===== config.mk =====
export PLATFORM = sky130hd
export DESIGN_NAME = rv32_subset_instruction_decoder
export DESIGN_NICKNAME = d
export VERILOG_FILES = /design/src/sv/rv32d_pkg.sv /design/src/sv/rv32_subset_instruction_decoder.sv
export SDC_FILE = /design/constraint.sdc
export NUM_CORES = 1
export LEC_CHECK = 0
export CAP_MARGIN = 40
export CORE_AREA = 2 2 116 118
export DETAILED_ROUTE_END_ITERATION = 7
export DIE_AREA = 0 0 118 120
export DONT_BUFFER_PORTS = 1
export HOLD_SLACK_MARGIN = 0.03
export PLACE_DENSITY = 0.69
export SETUP_SLACK_MARGIN = 0.4
export SLEW_MARGIN = 20
export SYNTH_ARGS = -nofsm -noshare
export SYNTH_HDL_FRONTEND = slang
export SYNTH_SLANG_ARGS = --single-unit

===== constraint.sdc =====
create_clock -name clk -period 4.88 [get_ports clk]
set_clock_uncertainty 0.15 [all_clocks]
set_input_delay 0.732 -clock clk [delete_from_list [all_inputs] [get_ports clk]]
set_output_delay 0.732 -clock clk [all_outputs]
set_load 0.03 [all_outputs]

===== src/sv/rv32d_pkg.sv =====
`default_nettype none
package rv32d_pkg;

    // field widths
    localparam int unsigned XlenW    = 32;
    localparam int unsigned RegIdxW  = 5;
    localparam int unsigned UseW     = 4;
    localparam int unsigned UnitW    = 2;
    localparam int unsigned AluW     = 3;
    localparam int unsigned AccW     = 3;
    localparam int unsigned FmtW     = 3;

    // stream widths
    localparam int unsigned InDataW  = 64;
    localparam int unsigned OutDataW = 128;

    // major opcodes
    localparam logic [6:0] OpcodeMask   = 7'h7F;
    localparam logic [6:0] OpcLui       = 7'h37;
    localparam logic [6:0] OpcJal       = 7'h6F;
    localparam logic [6:0] OpcOpImm     = 7'h13;
    localparam logic [6:0] OpcOp        = 7'h33;
    localparam logic [6:0] OpcLoad      = 7'h03;
    localparam logic [6:0] OpcStore     = 7'h23;
    localparam logic [6:0] OpcBranch    = 7'h63;
    localparam logic [6:0] OpcJalr      = 7'h67;

    // funct7 that selects sub / arithmetic shift
    localparam logic [6:0] Funct7Alt    = 7'h20;

    // funct3 codes of interest
    localparam logic [2:0] F3AddSub     = 3'd0;
    localparam logic [2:0] F3Half       = 3'd1;
    localparam logic [2:0] F3Sltu       = 3'd3;
    localparam logic [2:0] F3ByteU      = 3'd4;
    localparam logic [2:0] F3Shr        = 3'd5;
    localparam logic [2:0] F3Or         = 3'd6;
    localparam logic [2:0] F3And        = 3'd7;

    // operand use bits
    localparam int unsigned UseDest = 0;
    localparam int unsigned UseSrc1 = 1;
    localparam int unsigned UseSrc2 = 2;
    localparam int unsigned UseImm  = 3;

    // functional units
    localparam logic [UnitW-1:0] UnitAlu    = 2'd0;
    localparam logic [UnitW-1:0] UnitLsu    = 2'd1;
    localparam logic [UnitW-1:0] UnitBranch = 2'd2;

    // alu operations
    localparam logic [AluW-1:0] AluAdd   = 3'd0;
    localparam logic [AluW-1:0] AluSub   = 3'd1;
    localparam logic [AluW-1:0] AluAnd   = 3'd2;
    localparam logic [AluW-1:0] AluOr    = 3'd3;
    localparam logic [AluW-1:0] AluSrl   = 3'd4;
    localparam logic [AluW-1:0] AluSra   = 3'd5;
    localparam logic [AluW-1:0] AluSltiu = 3'd6;
    localparam logic [AluW-1:0] AluLui   = 3'd7;

    // access kinds
    localparam logic [AccW-1:0] AccNone   = 3'd0;
    localparam logic [AccW-1:0] AccLoad   = 3'd1;
    localparam logic [AccW-1:0] AccStore  = 3'd2;
    localparam logic [AccW-1:0] AccBranch = 3'd3;
    localparam logic [AccW-1:0] AccJump   = 3'd4;

    // memory formats: size in bits 1:0, unsigned flag in bit 2
    localparam logic [FmtW-1:0] FmtByteU = 3'b100;
    localparam logic [FmtW-1:0] FmtHalf  = 3'b001;
    localparam logic [FmtW-1:0] FmtWord  = 3'b010;

    typedef struct packed {
        logic                    valid;
        logic [XlenW-1:0]        pc;
        logic [XlenW-1:0]        instruction;
        logic [RegIdxW-1:0]      dest_reg;
        logic [RegIdxW-1:0]      src1_reg;
        logic [RegIdxW-1:0]      src2_reg;
        logic [UseW-1:0]         operand_use;
        logic [UnitW-1:0]        unit_kind;
        logic [AluW-1:0]         alu_operation;
        logic signed [XlenW-1:0] immediate;
        logic [AccW-1:0]         access_kind;
        logic [FmtW-1:0]         memory_format;
    } packet_t;

endpackage
`default_nettype wire


===== src/sv/rv32_subset_instruction_decoder.sv =====
`default_nettype none
// rv32 subset decoder: takes one beat per cycle on the slave side (instr_valid in s_tuser,
// fetch pc and instruction word in s_tdata) and hands out one decoded packet beat on the
// master side for each beat taken. every beat passes an input register, one level of decode
// logic and a result register, and a new beat can be taken every cycle while the pipeline
// does not stall; throughput is one beat per cycle, set by the two-deep register pipeline,
// which stalls only while m_tready holds a full result register and the input register
// behind it. LUI, JAL, JALR, OP-IMM, OP, LOAD, STORE and BRANCH are decoded;
// any other opcode yields a valid packet with default fields, and an invalid slot yields an
// all-zero packet. OP with funct3 5 decodes as SRA whatever funct7 holds.
module rv32_subset_instruction_decoder
(
    input  wire  logic                           clk,
    input  wire  logic                           rst_n,

    input  wire  logic                           s_tvalid,
    output logic                                 s_tready,
    // [31:0] fetch_pc, [63:32] instruction
    input  wire  logic [rv32d_pkg::InDataW-1:0]  s_tdata,
    // [0] instr_valid
    input  wire  logic                           s_tuser,

    output logic                                 m_tvalid,
    input  wire  logic                           m_tready,
    // [31:0] packet_pc, [63:32] packet_instruction, [68:64] dest_reg, [73:69] src1_reg,
    // [78:74] src2_reg, [82:79] operand_use, [84:83] unit_kind, [87:85] alu_operation,
    // [119:88] immediate, [122:120] access_kind, [125:123] memory_format, [127:126] zero
    output logic [rv32d_pkg::OutDataW-1:0]       m_tdata,
    // [0] packet_valid
    output logic                                 m_tuser
);
    import rv32d_pkg::*;

    // input register stage
    logic               in_full_reg;
    logic               in_slot_valid_reg;
    logic [XlenW-1:0]   in_pc_reg;
    logic [XlenW-1:0]   in_instr_reg;

    // result register stage
    logic               out_full_reg;
    packet_t            out_pkt_reg;
    packet_t            out_pkt_next;

    logic               out_ready;
    logic               in_ready;
    logic               s_beat;
    logic               move_beat;

    // decode fields
    logic [6:0]         opcode;
    logic [2:0]         f3;
    logic [6:0]         f7;
    logic [XlenW-1:0]   imm_i;
    logic [XlenW-1:0]   imm_s;
    logic [XlenW-1:0]   imm_b;
    logic [XlenW-1:0]   imm_u;
    logic [XlenW-1:0]   imm_j;
    logic               writes_dest;

    // pipeline control: each stage frees up as soon as the one after it moves
    assign out_ready = !out_full_reg || m_tready;
    assign in_ready  = !in_full_reg || out_ready;
    assign s_tready  = in_ready;
    assign s_beat    = s_tvalid && in_ready;
    assign move_beat = in_full_reg && out_ready;

    always_ff @(posedge clk or negedge rst_n)
    begin
        if (!rst_n)
        begin
            in_full_reg  <= 1'b0;
            out_full_reg <= 1'b0;
        end
        else
        begin
            if (in_ready)
            begin
                in_full_reg <= s_tvalid;
            end
            if (out_ready)
            begin
                out_full_reg <= in_full_reg;
            end
        end
    end

    // payload registers, no reset needed
    always_ff @(posedge clk)
    begin
        if (s_beat)
        begin
            in_slot_valid_reg <= s_tuser;
            in_pc_reg         <= s_tdata[XlenW-1:0];
            in_instr_reg      <= s_tdata[2*XlenW-1:XlenW];
        end
        if (move_beat)
        begin
            out_pkt_reg <= out_pkt_next;
        end
    end

    // instruction fields
    assign opcode = in_instr_reg[6:0] & OpcodeMask;
    assign f3     = in_instr_reg[14:12];
    assign f7     = in_instr_reg[31:25];

    // immediate forms, sign taken from bit 31
    assign imm_i = {{21{in_instr_reg[31]}}, in_instr_reg[30:20]};
    assign imm_s = {{21{in_instr_reg[31]}}, in_instr_reg[30:25], in_instr_reg[11:7]};
    assign imm_b = {{20{in_instr_reg[31]}}, in_instr_reg[7], in_instr_reg[30:25],
                    in_instr_reg[11:8], 1'b0};
    assign imm_u = {in_instr_reg[31:12], 12'b0};
    assign imm_j = {{12{in_instr_reg[31]}}, in_instr_reg[19:12], in_instr_reg[20],
                    in_instr_reg[30:21], 1'b0};

    always_comb
    begin
        out_pkt_next               = '0;
        writes_dest                = 1'b0;
        out_pkt_next.valid         = 1'b1;
        out_pkt_next.pc            = in_pc_reg;
        out_pkt_next.instruction   = in_instr_reg;
        out_pkt_next.dest_reg      = in_instr_reg[11:7];
        out_pkt_next.src1_reg      = in_instr_reg[19:15];
        out_pkt_next.src2_reg      = in_instr_reg[24:20];
        out_pkt_next.unit_kind     = UnitAlu;
        out_pkt_next.alu_operation = AluAdd;
        out_pkt_next.access_kind   = AccNone;
        out_pkt_next.memory_format = FmtWord;

        case (opcode)
            OpcLui:
            begin
                writes_dest                      = 1'b1;
                out_pkt_next.alu_operation       = AluLui;
                out_pkt_next.operand_use[UseImm] = 1'b1;
                out_pkt_next.immediate           = imm_u;
            end
            OpcJal:
            begin
                writes_dest                      = 1'b1;
                out_pkt_next.unit_kind           = UnitBranch;
                out_pkt_next.access_kind         = AccJump;
                out_pkt_next.operand_use[UseImm] = 1'b1;
                out_pkt_next.immediate           = imm_j;
            end
            OpcOpImm:
            begin
                writes_dest                       = 1'b1;
                out_pkt_next.operand_use[UseSrc1] = 1'b1;
                out_pkt_next.operand_use[UseImm]  = 1'b1;
                out_pkt_next.immediate            = imm_i;
                case (f3)
                    F3Or:    out_pkt_next.alu_operation = AluOr;
                    F3And:   out_pkt_next.alu_operation = AluAnd;
                    F3Sltu:  out_pkt_next.alu_operation = AluSltiu;
                    F3Shr:   out_pkt_next.alu_operation = (f7 == Funct7Alt) ? AluSra : AluSrl;
                    default: out_pkt_next.alu_operation = AluAdd;
                endcase
            end
            OpcOp:
            begin
                writes_dest                       = 1'b1;
                out_pkt_next.operand_use[UseSrc1] = 1'b1;
                out_pkt_next.operand_use[UseSrc2] = 1'b1;
                case (f3)
                    F3AddSub: out_pkt_next.alu_operation = (f7 == Funct7Alt) ? AluSub : AluAdd;
                    F3And:    out_pkt_next.alu_operation = AluAnd;
                    F3Or:     out_pkt_next.alu_operation = AluOr;
                    F3Shr:    out_pkt_next.alu_operation = AluSra;
                    default:  out_pkt_next.alu_operation = AluAdd;
                endcase
            end
            OpcLoad:
            begin
                writes_dest                       = 1'b1;
                out_pkt_next.unit_kind            = UnitLsu;
                out_pkt_next.access_kind          = AccLoad;
                out_pkt_next.operand_use[UseSrc1] = 1'b1;
                out_pkt_next.operand_use[UseImm]  = 1'b1;
                out_pkt_next.immediate            = imm_i;
                if (f3 == F3ByteU)
                begin
                    out_pkt_next.memory_format = FmtByteU;
                end
            end
            OpcStore:
            begin
                out_pkt_next.unit_kind            = UnitLsu;
                out_pkt_next.access_kind          = AccStore;
                out_pkt_next.operand_use[UseSrc1] = 1'b1;
                out_pkt_next.operand_use[UseSrc2] = 1'b1;
                out_pkt_next.operand_use[UseImm]  = 1'b1;
                out_pkt_next.immediate            = imm_s;
                if (f3 == F3Half)
                begin
                    out_pkt_next.memory_format = FmtHalf;
                end
            end
            OpcBranch:
            begin
                out_pkt_next.unit_kind            = UnitBranch;
                out_pkt_next.access_kind          = AccBranch;
                out_pkt_next.operand_use[UseSrc1] = 1'b1;
                out_pkt_next.operand_use[UseSrc2] = 1'b1;
                out_pkt_next.operand_use[UseImm]  = 1'b1;
                out_pkt_next.immediate            = imm_b;
            end
            OpcJalr:
            begin
                writes_dest                       = 1'b1;
                out_pkt_next.unit_kind            = UnitBranch;
                out_pkt_next.access_kind          = AccJump;
                out_pkt_next.operand_use[UseSrc1] = 1'b1;
                out_pkt_next.operand_use[UseImm]  = 1'b1;
                out_pkt_next.immediate            = imm_i;
            end
            default:
            begin
                // unknown opcode keeps the defaults above
                writes_dest = 1'b0;
            end
        endcase

        // x0 as destination is never a real write
        out_pkt_next.operand_use[UseDest] = writes_dest && (in_instr_reg[11:7] != '0);

        // an empty slot gives an all-zero packet
        if (!in_slot_valid_reg)
        begin
            out_pkt_next = '0;
        end
    end

    // output packing, lowest field first
    assign m_tvalid = out_full_reg;
    assign m_tuser  = out_pkt_reg.valid;
    assign m_tdata  = {2'b00,
                       out_pkt_reg.memory_format,
                       out_pkt_reg.access_kind,
                       out_pkt_reg.immediate,
                       out_pkt_reg.alu_operation,
                       out_pkt_reg.unit_kind,
                       out_pkt_reg.operand_use,
                       out_pkt_reg.src2_reg,
                       out_pkt_reg.src1_reg,
                       out_pkt_reg.dest_reg,
                       out_pkt_reg.instruction,
                       out_pkt_reg.pc};

    // an empty-slot packet carries nothing
    a_invalid_zero: assert property (@(posedge clk) disable iff (!rst_n)
        (m_tvalid && !m_tuser) |-> (m_tdata == '0))
        else $error("invalid packet with nonzero payload");

    // x0 destination never flagged as used
    a_x0_unused: assert property (@(posedge clk) disable iff (!rst_n)
        (m_tvalid && (out_pkt_reg.dest_reg == '0)) |-> !out_pkt_reg.operand_use[UseDest])
        else $error("x0 destination flagged as used");

    // memory accesses go to the load/store unit, control transfers to the branch unit
    a_unit_match: assert property (@(posedge clk) disable iff (!rst_n)
        (m_tvalid && m_tuser) |->
            (((out_pkt_reg.access_kind == AccLoad) || (out_pkt_reg.access_kind == AccStore))
                == (out_pkt_reg.unit_kind == UnitLsu)) &&
            (((out_pkt_reg.access_kind == AccBranch) || (out_pkt_reg.access_kind == AccJump))
                == (out_pkt_reg.unit_kind == UnitBranch)))
        else $error("unit kind does not match access kind");

    // a stalled result must not be overwritten
    a_hold_stalled: assert property (@(posedge clk) disable iff (!rst_n)
        (m_tvalid && !m_tready) |=> (m_tvalid && $stable(out_pkt_reg)))
        else $error("stalled result changed");

    // a beat taken into an empty pipe shows up at the output after the input and result registers
    a_latency: assert property (@(posedge clk) disable iff (!rst_n)
        (s_tvalid && s_tready && !in_full_reg && !out_full_reg) |=> ##1 m_tvalid)
        else $error("beat lost in pipeline");

endmodule
`default_nettype wire

==> results.sh, run 1 <==
export IMPL_cp_buffers_inverters=0
export IMPL_clk_pin_slew_worst_paths_ps=70
export IMPL_clock_fmax_ghz=0.396
export IMPL_first_global_vias=3336
export IMPL_wl_um=12700
export IMPL_place_gp_congestion=0.870
export IMPL_finalInstanceArea_mm2=0.00764
export IMPL_avgSynthCellArea_um2=15.9
export IMPL_async_set_or_reset_flop_fraction_in_the_synthesized_netlist_pct=1.12
export IMPL_timing_worst_setup_path_type="register to register"
export IMPL_largest_reg_flops=111
export IMPL_setup_total_negative_slack_ps=0
export IMPL_initial_core_util_pct=53.4
export IMPL_portBuffers=0
export IMPL_mappedNetlistArea_mm2=0.00693
export IMPL_detailroute_via_count=3447
export IMPL_routedWlPerCell_um=20.8
export IMPL_final_instance_count_excl_fill=613
export IMPL_grt_max_degree=73
export IMPL_yosys_top_cells_area="sky130_fd_sc_hd__edfxtp_1 (77%), sky130_fd_sc_hd__and2_1 (5.8%), sky130_fd_sc_hd__buf_4 (2.1%)"
export IMPL_final_antenna_diode_count=0
export IMPL_multi_input_combinational_cell_area_mm2=0.00133
export IMPL_die_height_um=120
export IMPL_later_pin_clock_latency_in_the_skew_report_ps=430
export IMPL_synth_cells=436
export IMPL_yosysMostFrequentCell="sky130_fd_sc_hd__edfxtp_1"
export IMPL_synth_warning_count=0
export IMPL_peakVddDrop_mv=0.271
export IMPL_timing_final_crit_period_ps=2530
export IMPL_hpwl_um=8500
export IMPL_pre_cts_slack_ps=2370
export IMPL_critical_path_slowest_cell="sky130_fd_sc_hd__edfxtp_1"
export IMPL_rsz0062_at_grt="no"
export IMPL_p_leak_nw=2.51
export IMPL_areaGrowthSynthToFinish_pct=10.2
export IMPL_finalWorstSetupSlack_ps=2350
export IMPL_crit_path_max_fanout=13
export IMPL_nets=493
export IMPL_cts_path_max_buffers=2
export IMPL_finalHoldViolCount=0
export IMPL_synth_edff_count=177
export IMPL_dpl_instance_area_mm2=0.00697
export IMPL_detail_route_iter0_violations=277
export IMPL_ordered_list_of_cells_on_the_worst_path="nand4bb_1, o22ai_2, nand2_1, a211oi_1"
export IMPL_core_rowCount=42
export IMPL_maxSlewViolCount=0
export IMPL_fin_hold_ws_ps=246
export IMPL_tritoncts="yes"
export IMPL_layout_filler_cells=996
export IMPL_final_seq_area_mm2=0.00537
export IMPL_top_level_ports=200
export IMPL_synth_largest_area_cell="sky130_fd_sc_hd__edfxtp_1"
export IMPL_maxCapViolations=0
export IMPL_cp_end_kind="register"
export IMPL_final_core_util_pct=58.9
export IMPL_required_arrival_time_at_the_worst_endpoint_ps=4970
export IMPL_outcome="completed"
export IMPL_cts_root_buf="sky130_fd_sc_hd__clkbuf_16"
export IMPL_route_antenna_remaining_nets=0
export IMPL_netlist_top_cells_count="sky130_fd_sc_hd__edfxtp_1 (177), sky130_fd_sc_hd__and2_1 (64), sky130_fd_sc_hd__nor3_1 (22), sky130_fd_sc_hd__buf_4 (19), sky130_fd_sc_hd__nand2_1 (18)"
export IMPL_grt_first_pass_wirelength_um=19200
export IMPL_clock_sink_count=179
export IMPL_htreeDepth=4
export IMPL_fp_dieArea_mm2=0.0142
export IMPL_tightest_slew_ps=848
export IMPL_synth_cell_types=43
export IMPL_post_route_cells_drive_above_1_share_pct=11.0
export IMPL_antenna_violations_before_repair=2
export IMPL_synth_sequential_area_ratio_pct=77.4
export IMPL_finalPower_mw=3.64
export IMPL_drtPass1Iterations=4
export IMPL_fin_crit_sh_pct=51.8
export IMPL_cts_inserted_buffers=17
export IMPL_slew_limit_headroom_pct=43.3
export IMPL_worst_setup_start_kind="register"
export IMPL_worstHoldPathType="input pin to register"
export IMPL_grt_overflow_total=0
export IMPL_cellPowerDensity_mw_per_mm2=476
export IMPL_crit_path_max_incr_delay_ps=570
export IMPL_path_delay_family="simple AND/OR/NAND/NOR gates"
export IMPL_core_area_mm2=0.0130
export IMPL_dieWidth_um=118
export IMPL_cts_repair_resize_count=0
export IMPL_routed_via_density=5.62
export IMPL_main_flop_type_after_synthesis="sky130_fd_sc_hd__edfxtp_1"
export IMPL_timing_critical_path_arrival_ps=2620
export IMPL_share_of_the_synthesized_area_in_the_top_cell_type_pct=76.7
export IMPL_post_route_drc_count=0
export IMPL_numPlacedInstances=579
export IMPL_setup_failing_eps_final=0
export IMPL_synth_seq_cells=179
export IMPL_grtUsageTotal_pct=18.6
## per-layer routing
metal | GRT usage [%] | vias to the layer above | share of wire (%)
li1 | - | 1582 | -
met1 | 22.4 | 1680 | 41
met2 | 29.7 | 164 | 49
met3 | 7.41 | 19 | 8.4
met4 | 8.36 | 2 | 1.8
met5 | 0 | - | 0.10
## area by class of cell
type,instances,share of cell area (%)
clock buffers,19,5.66
repair buffers,7,0.982
multi-input cells,216,17.4
clock inverters,13,2.72
well taps,176,2.88
inverters,3,0.147
flip-flops and latches,179,70.2
## placed cells by master, fill, tap and decap left out, types with 2 or more instances in the layout
master                       instances
sky130_fd_sc_hd__nand3_1             2
sky130_fd_sc_hd__and3_1              7
sky130_fd_sc_hd__and2_4              2
sky130_fd_sc_hd__a31oi_1             5
sky130_fd_sc_hd__clkbuf_16          17
sky130_fd_sc_hd__inv_1               3
sky130_fd_sc_hd__and2_1             62
sky130_fd_sc_hd__nor4_1              3
sky130_fd_sc_hd__clkinvlp_4          3
sky130_fd_sc_hd__buf_4               4
sky130_fd_sc_hd__nor2b_1             3
sky130_fd_sc_hd__or3b_1              2
sky130_fd_sc_hd__conb_1              2
sky130_fd_sc_hd__o22ai_1             2
sky130_fd_sc_hd__nor2_1             17
sky130_fd_sc_hd__nand4_1             2
sky130_fd_sc_hd__bufinv_16           5
sky130_fd_sc_hd__o21ai_0             5
sky130_fd_sc_hd__a21oi_1            11
sky130_fd_sc_hd__edfxtp_1          177
sky130_fd_sc_hd__clkinv_4            2
sky130_fd_sc_hd__a22oi_1             5
sky130_fd_sc_hd__or3_1               2
sky130_fd_sc_hd__nor3_1             22
sky130_fd_sc_hd__dfrtp_1             2
sky130_fd_sc_hd__nand3b_1            4
sky130_fd_sc_hd__a211oi_1           14
sky130_fd_sc_hd__nand2b_1            9
sky130_fd_sc_hd__or2_2               2
sky130_fd_sc_hd__clkbuf_1            2
sky130_fd_sc_hd__nand2_1            18
## where the power goes
part	internal (mW)	leakage (nW)	total (mW)	switching (mW)
clock network	0.908	0.301	1.46	0.549
logic	0.0389	0.443	0.135	0.0958
registers	1.83	1.76	2.04	0.218
total	2.77	2.51	3.64	0.863
## kinds of logic (layout without fill, tap and decap cells)
| logic type | after synthesis | after routing | synth area share (%) |
|---|---|---|---|
| compound gates | 47 | 47 | 4.75 |
| buf+inv | 42 | 42 | 3.57 |
| flops | 179 | 179 | 77.4 |
| mux | 1 | 1 | 0.162 |
| other cells | 1 | 2 | 0.0541 |
| simple gates | 166 | 166 | 14.1 |
## worst reg2reg max path, cell delays in order (launching register included)
cell and delay [ps]:
sky130_fd_sc_hd__edfxtp_1 570, sky130_fd_sc_hd__nand4bb_1 550, sky130_fd_sc_hd__o22ai_2 420, sky130_fd_sc_hd__nand2_1 320
sky130_fd_sc_hd__a211oi_1 320
## worst paths after layout
check | start | to | depth (start not counted) | slack (ps)
min reg2reg | in_full_reg$_DFFE_PN0N_ | m_tvalid$_DFFE_PN0P_ | 1 | 360
max reg2reg | in_instr_reg[2]$_DFFE_PP_ | m_tdata[114]$_SDFFCE_PN0P_ | 4 | 2350
max | in_instr_reg[2]$_DFFE_PP_ | m_tdata[114]$_SDFFCE_PN0P_ | 4 | 2350
max in group asynchronous | rst_n | m_tvalid$_DFFE_PN0P_ | 1 | 4080
min | s_tdata[36] | in_instr_reg[4]$_DFFE_PP_ | 0 | 250
min in group asynchronous | rst_n | in_full_reg$_DFFE_PN0N_ | 1 | 380
## repair_timing
item,in CTS,in global routing
hold endpoints to repair,2,0
hold buffers,1,0
setup buffers,0,0
(Power assumes the default switching activity.)
==> run 2, diff against run 1 <==
--- a/config.mk
+++ b/config.mk
@@ -11,7 +11,7 @@
 export DIE_AREA = 0 0 118 120
 export DONT_BUFFER_PORTS = 1
 export HOLD_SLACK_MARGIN = 0.03
-export PLACE_DENSITY = 0.69
+export PLACE_DENSITY = 0.72
 export SETUP_SLACK_MARGIN = 0.4
 export SLEW_MARGIN = 20
 export SYNTH_ARGS = -nofsm -noshare
==> constraint.sdc (replaced) <==
create_clock -name clk -period 2 [get_ports clk]
set_clock_uncertainty 0.15 [all_clocks]
set_input_delay 0.3 -clock clk [delete_from_list [all_inputs] [get_ports clk]]
set_output_delay 0.3 -clock clk [all_outputs]
set_load 0.03 [all_outputs]
==> results.sh, run 2 (same netlist as run 1, synthesis figures left out) <==
export IMPL_outcome="completed"
export IMPL_clock_sink_count=179
export IMPL_nets=637
export IMPL_clock_fmax_ghz=0.504
export IMPL_seq_power_share_pct=52.3
export IMPL_net_switching_power_mw=2.28
export IMPL_portBuffers=0
export IMPL_slew_limit_headroom_pct=63.1
export IMPL_combinationalPowerShare_pct=8.7
export IMPL_drtPass1Iterations=4
export IMPL_largest_reg_flops=111
export IMPL_initial_core_util_pct=53.4
export IMPL_post_route_drc_count=0
export IMPL_detailroute_via_count=4210
export IMPL_maxSlewViolCount=0
export IMPL_rsz0062_at_grt="yes"
export IMPL_timing_worst_setup_path_type="register to register"
export IMPL_cellPowerDensity_mw_per_mm2=993
export IMPL_clk_pin_slew_worst_paths_ps=60
export IMPL_die_height_um=120
export IMPL_clock_power_share_pct=39.0
export IMPL_setup_total_negative_slack_ps=0
export IMPL_power_switching_fraction_pct=24.0
export IMPL_timing_final_crit_period_ps=1980
export IMPL_tightest_slew_ps=555
export IMPL_areaGrowthSynthToFinish_pct=37.8
export IMPL_finalWorstSetupSlack_ps=15.3
export IMPL_htreeDepth=4
export IMPL_grt_overflow_total=0
export IMPL_cts_root_buf="sky130_fd_sc_hd__clkbuf_16"
export IMPL_detail_route_iter0_violations=226
export IMPL_p_leak_nw=3.37
export IMPL_core_rowCount=42
export IMPL_pre_cts_slack_ps=-15.4
export IMPL_maxCapViolations=0
export IMPL_antenna_violations_before_repair=0
export IMPL_most_frequent_cells_in_the_layout="sky130_fd_sc_hd__edfxtp_1 (177), sky130_fd_sc_hd__dlygate4sd3_1 (69), sky130_fd_sc_hd__and2_1 (62)"
export IMPL_post_route_cells_drive_above_1_share_pct=30.1
export IMPL_hold_path_startpoint="m_tready"
export IMPL_core_area_mm2=0.0130
export IMPL_worstHoldPathType="input pin to register"
export IMPL_numPlacedInstances=604
export IMPL_routed_via_density=5.56
export IMPL_cts_path_max_buffers=2
export IMPL_fp_dieArea_mm2=0.0142
export IMPL_tritoncts="yes"
export IMPL_grt_max_degree=46
export IMPL_dieWidth_um=118
export IMPL_internal_power_mw=7.21
export IMPL_fin_crit_sh_pct=99.2
export IMPL_layout_filler_cells=782
export IMPL_first_global_vias=4119
export IMPL_cp_end_kind="register"
export IMPL_routedWlPerCell_um=21.7
export IMPL_wl_um=16500
export IMPL_later_pin_clock_latency_in_the_skew_report_ps=420
export IMPL_route_antenna_remaining_nets=0
export IMPL_startpoint_of_the_worst_setup_timing_path="in_instr_reg[6]$_DFFE_PP_"
export IMPL_timing_critical_path_arrival_ps=1990
export IMPL_worst_setup_start_kind="register"
export IMPL_grtUsageTotal_pct=21.4
export IMPL_hpwl_um=8900
export IMPL_finalPower_mw=9.49
export IMPL_final_common_cell="sky130_fd_sc_hd__edfxtp_1"
export IMPL_setup_failing_eps_final=0
export IMPL_finalHoldViolCount=0
export IMPL_grt_first_pass_wirelength_um=22500
export IMPL_final_instance_count_excl_fill=757
export IMPL_timing_rr_start="in_instr_reg[6]$_DFFE_PP_"
export IMPL_top_level_ports=200
export IMPL_place_gp_congestion=0.962
export IMPL_peakVddDrop_mv=0.666
export IMPL_cts_inserted_buffers=17
export IMPL_required_arrival_time_at_the_worst_endpoint_ps=2010
export IMPL_crit_path_max_fanout=6
export IMPL_final_antenna_diode_count=0
==> run 2: per-stage QoR <==
stage | instance area, um^2 | utilization, % | hold WS, ps
6_report | 9550 | 73.6 | 99.1
5_1_grt | 9550 | 73.6 | 107
4_1_cts | 9090 | 70.0 | 54.8
3_5_place_dp | 7400 | 57.0 | -146
3_3_place_gp | 7400 | 57.0 | -146
2_1_floorplan | 7110 | - | -146
==> run 2: worst max-delay path: stages (launching register included) <==
cell                        delay, ps
sky130_fd_sc_hd__edfxtp_1         460
sky130_fd_sc_hd__buf_6            170
sky130_fd_sc_hd__a211o_1          320
sky130_fd_sc_hd__a32oi_4          240
sky130_fd_sc_hd__buf_6            180
sky130_fd_sc_hd__clkbuf_16        150
sky130_fd_sc_hd__a211oi_2          30
==> run 2: final cells by class <==
cell class	count	area, um^2	area share (%)
clock buffer	19	433	4.53
clock inverter	13	229	2.40
inverter	3	11.3	0.118
multi-input combinational	217	1680	17.5
sequential	179	5370	56.2
tap	176	220	2.31
timing repair buffer	150	1620	16.9
==> run 2: metal layers <==
metal | part of all wire [%] | track usage [%] | vias to the layer above | routed length, um
met2 | 50 | 34.8 | 218 | 8300
met4 | 2.8 | 9.49 | 0 | 464
met3 | 8.1 | 7.13 | 41 | 1330
li1 | - | - | 1881 | -
met1 | 39 | 26.3 | 2070 | 6370
met5 | 0 | 0 | - | 0
==> run 2: path summary, 6_finish.rpt <==
path / end / slack (ps) / cells after the start
min in group asynchronous: in_full_reg$_DFFE_PN0N_ / 520 / 2
worst max register to register: m_tdata[110]$_SDFFCE_PN0P_ / 20 / 6
worst max-delay path: m_tdata[110]$_SDFFCE_PN0P_ / 20 / 6
worst min-delay path: in_full_reg$_DFFE_PN0N_ / 100 / 3
worst min register to register: m_tdata[12]$_SDFFCE_PN0P_ / 370 / 1
max in group asynchronous: m_tvalid$_DFFE_PN0P_ / 1040 / 2
==> run 2: repair_timing <==
action                     CTS  global route
pin swaps                    5            24
setup buffers               22            17
hold endpoints to repair    69             0
setup endpoints to repair   96           187
gates resized for setup     24            27
hold buffers                69             0
cloned                       2            11
==> run 2: power groups by stage <==
stage	Combinational [mW]	Clock, mW	Sequential (mW)
final	0.825	3.70	4.96
after floorplan	0.383	0	4.94
after detailed placement	0.448	0	5.05
after CTS	0.658	3.74	4.96
after global routing	0.873	3.90	4.99
after global placement	0.434	0	5.04
==> run 3, diff against run 2 <==
--- a/config.mk
+++ b/config.mk
@@ -6,12 +6,14 @@
 export NUM_CORES = 1
 export LEC_CHECK = 0
 export CAP_MARGIN = 40
-export CORE_AREA = 2 2 116 118
+export CELL_PAD_IN_SITES_DETAIL_PLACEMENT = 0
+export CELL_PAD_IN_SITES_GLOBAL_PLACEMENT = 2
+export CORE_AREA = 2 2 137 139
 export DETAILED_ROUTE_END_ITERATION = 7
-export DIE_AREA = 0 0 118 120
+export DIE_AREA = 0 0 139 141
 export DONT_BUFFER_PORTS = 1
 export HOLD_SLACK_MARGIN = 0.03
-export PLACE_DENSITY = 0.72
+export PLACE_DENSITY_LB_ADDON = 0.1
 export SETUP_SLACK_MARGIN = 0.4
 export SLEW_MARGIN = 20
 export SYNTH_ARGS = -nofsm -noshare
==> results.sh, run 3 (same netlist as run 1, synthesis figures left out) <==
export IMPL_timing_rr_start="in_instr_reg[6]$_DFFE_PP_"
export IMPL_detailroute_via_count=4053
export IMPL_hold_path_startpoint="m_tready"
export IMPL_tritoncts="yes"
export IMPL_top_level_ports=200
export IMPL_largest_reg_flops=111
export IMPL_cts_path_max_buffers=2
export IMPL_htreeDepth=4
export IMPL_required_arrival_time_at_the_worst_endpoint_ps=2130
export IMPL_grt_overflow_total=0
export IMPL_pre_cts_slack_ps=4.53
export IMPL_wl_um=16600
export IMPL_startpoint_of_the_worst_setup_timing_path="in_instr_reg[6]$_DFFE_PP_"
export IMPL_first_global_vias=4117
export IMPL_finalWorstSetupSlack_ps=85.3
export IMPL_fin_crit_sh_pct=95.7
export IMPL_core_area_mm2=0.0183
export IMPL_route_antenna_remaining_nets=0
export IMPL_post_route_cells_drive_above_1_share_pct=30.8
export IMPL_slew_limit_headroom_pct=62.3
export IMPL_routedWlPerCell_um=20.4
export IMPL_clock_fmax_ghz=0.522
export IMPL_dieWidth_um=139
export IMPL_initial_core_util_pct=38.0
export IMPL_tightest_slew_ps=566
export IMPL_cellPowerDensity_mw_per_mm2=945
export IMPL_rrSetupSlack_ps=90
export IMPL_worstHoldPathType="input pin to register"
export IMPL_final_antenna_diode_count=0
export IMPL_routed_via_density=4.97
export IMPL_timing_final_crit_period_ps=1910
export IMPL_drtPass1Iterations=4
export IMPL_fp_dieArea_mm2=0.0196
export IMPL_cts_root_buf="sky130_fd_sc_hd__clkbuf_16"
export IMPL_maxSlewViolCount=0
export IMPL_crit_path_max_fanout=6
export IMPL_timing_worst_setup_path_type="register to register"
export IMPL_clock_sink_count=179
export IMPL_later_pin_clock_latency_in_the_skew_report_ps=420
export IMPL_nets=637
export IMPL_portBuffers=0
export IMPL_finalHoldViolCount=0
export IMPL_numPlacedInstances=668
export IMPL_core_rowCount=50
export IMPL_cts_inserted_buffers=17
export IMPL_areaGrowthSynthToFinish_pct=39.4
export IMPL_grtUsageTotal_pct=16.3
export IMPL_antenna_violations_before_repair=0
export IMPL_grt_first_pass_wirelength_um=24000
export IMPL_rsz0062_at_grt="yes"
export IMPL_clk_pin_slew_worst_paths_ps=70
export IMPL_outcome="completed"
export IMPL_peakVddDrop_mv=0.585
export IMPL_worst_setup_start_kind="register"
export IMPL_setup_failing_eps_final=0
export IMPL_most_frequent_cells_in_the_layout="sky130_fd_sc_hd__edfxtp_1 (177), sky130_fd_sc_hd__dlygate4sd3_1 (69), sky130_fd_sc_hd__and2_1 (62)"
export IMPL_p_leak_nw=3.37
export IMPL_final_common_cell="sky130_fd_sc_hd__edfxtp_1"
export IMPL_place_gp_congestion=0.774
export IMPL_post_route_drc_count=0
export IMPL_hpwl_um=10000
export IMPL_timing_critical_path_arrival_ps=2040
export IMPL_layout_filler_cells=1548
export IMPL_detail_route_iter0_violations=197
export IMPL_die_height_um=141
export IMPL_final_instance_count_excl_fill=815
export IMPL_cp_end_kind="register"
export IMPL_maxCapViolations=0
export IMPL_grt_max_degree=41
run 3: stage by stage:
stage | util (%) | hold WS [ps] | power [mW] | instance area, um^2 | TNS, ps
2_1_floorplan | - | -146 | 5.32 | 7110 | 0
3_3_place_gp | 41.0 | -146 | 5.50 | 7490 | -17.0
3_5_place_dp | 41.0 | -146 | 5.51 | 7490 | 0
4_1_cts | 49.7 | 59.2 | 9.04 | 9070 | 0
5_1_grt | 52.9 | 121 | 9.47 | 9670 | -20.7
6_report | 52.9 | 118 | 9.14 | 9670 | 0
run 3: worst paths after layout:
check / cells past startpoint / endpoint
worst max-delay path: 5 / m_tdata[106]$_SDFFCE_PN0P_
worst max register to register: 5 / m_tdata[106]$_SDFFCE_PN0P_
max in group asynchronous: 2 / m_tvalid$_DFFE_PN0P_
worst min register to register: 1 / m_tvalid$_DFFE_PN0P_
min in group asynchronous: 2 / m_tvalid$_DFFE_PN0P_
worst min-delay path: 3 / in_full_reg$_DFFE_PN0N_
run 3: critical path, stage by stage (launching register included):
cell and delay [ps]:
sky130_fd_sc_hd__edfxtp_1 500, sky130_fd_sc_hd__buf_4 190, sky130_fd_sc_hd__or3b_4 410, sky130_fd_sc_hd__a21oi_4 280, sky130_fd_sc_hd__a21oi_2 100, sky130_fd_sc_hd__nor3_2 140
run 3: layout make-up:
| class | count | area, um^2 | area share, % |
|---|---|---|---|
| well taps | 234 | 293 | 3.03 |
| multi-input cells | 217 | 1690 | 17.4 |
| clock inverters | 13 | 139 | 1.44 |
| inverters | 3 | 11.3 | 0.117 |
| repair buffers | 150 | 1720 | 17.8 |
| clock buffers | 19 | 453 | 4.69 |
| flip-flops and latches | 179 | 5370 | 55.5 |
run 3: layer usage:
metal	GRT usage, %	wire length (um)	vias up
li1	-	-	1885
met1	20.0	6950	2018
met2	27.5	8630	132
met3	4.82	779	18
met4	5.79	248	0
met5	0	0	-
run 3: what timing repair did:
action,in CTS,in global routing
hold buffers,69,0
setup buffers,12,16
gates resized for setup,28,30
setup endpoints to repair,148,205
pin swaps,17,8
cloned,3,15
hold endpoints to repair,69,0
run 3: power breakdown:
part | total, mW | internal (mW) | switching (mW)
combinational | 0.849 | 0.441 | 0.408
clock | 3.32 | 1.83 | 1.49
sequential | 4.96 | 4.45 | 0.516
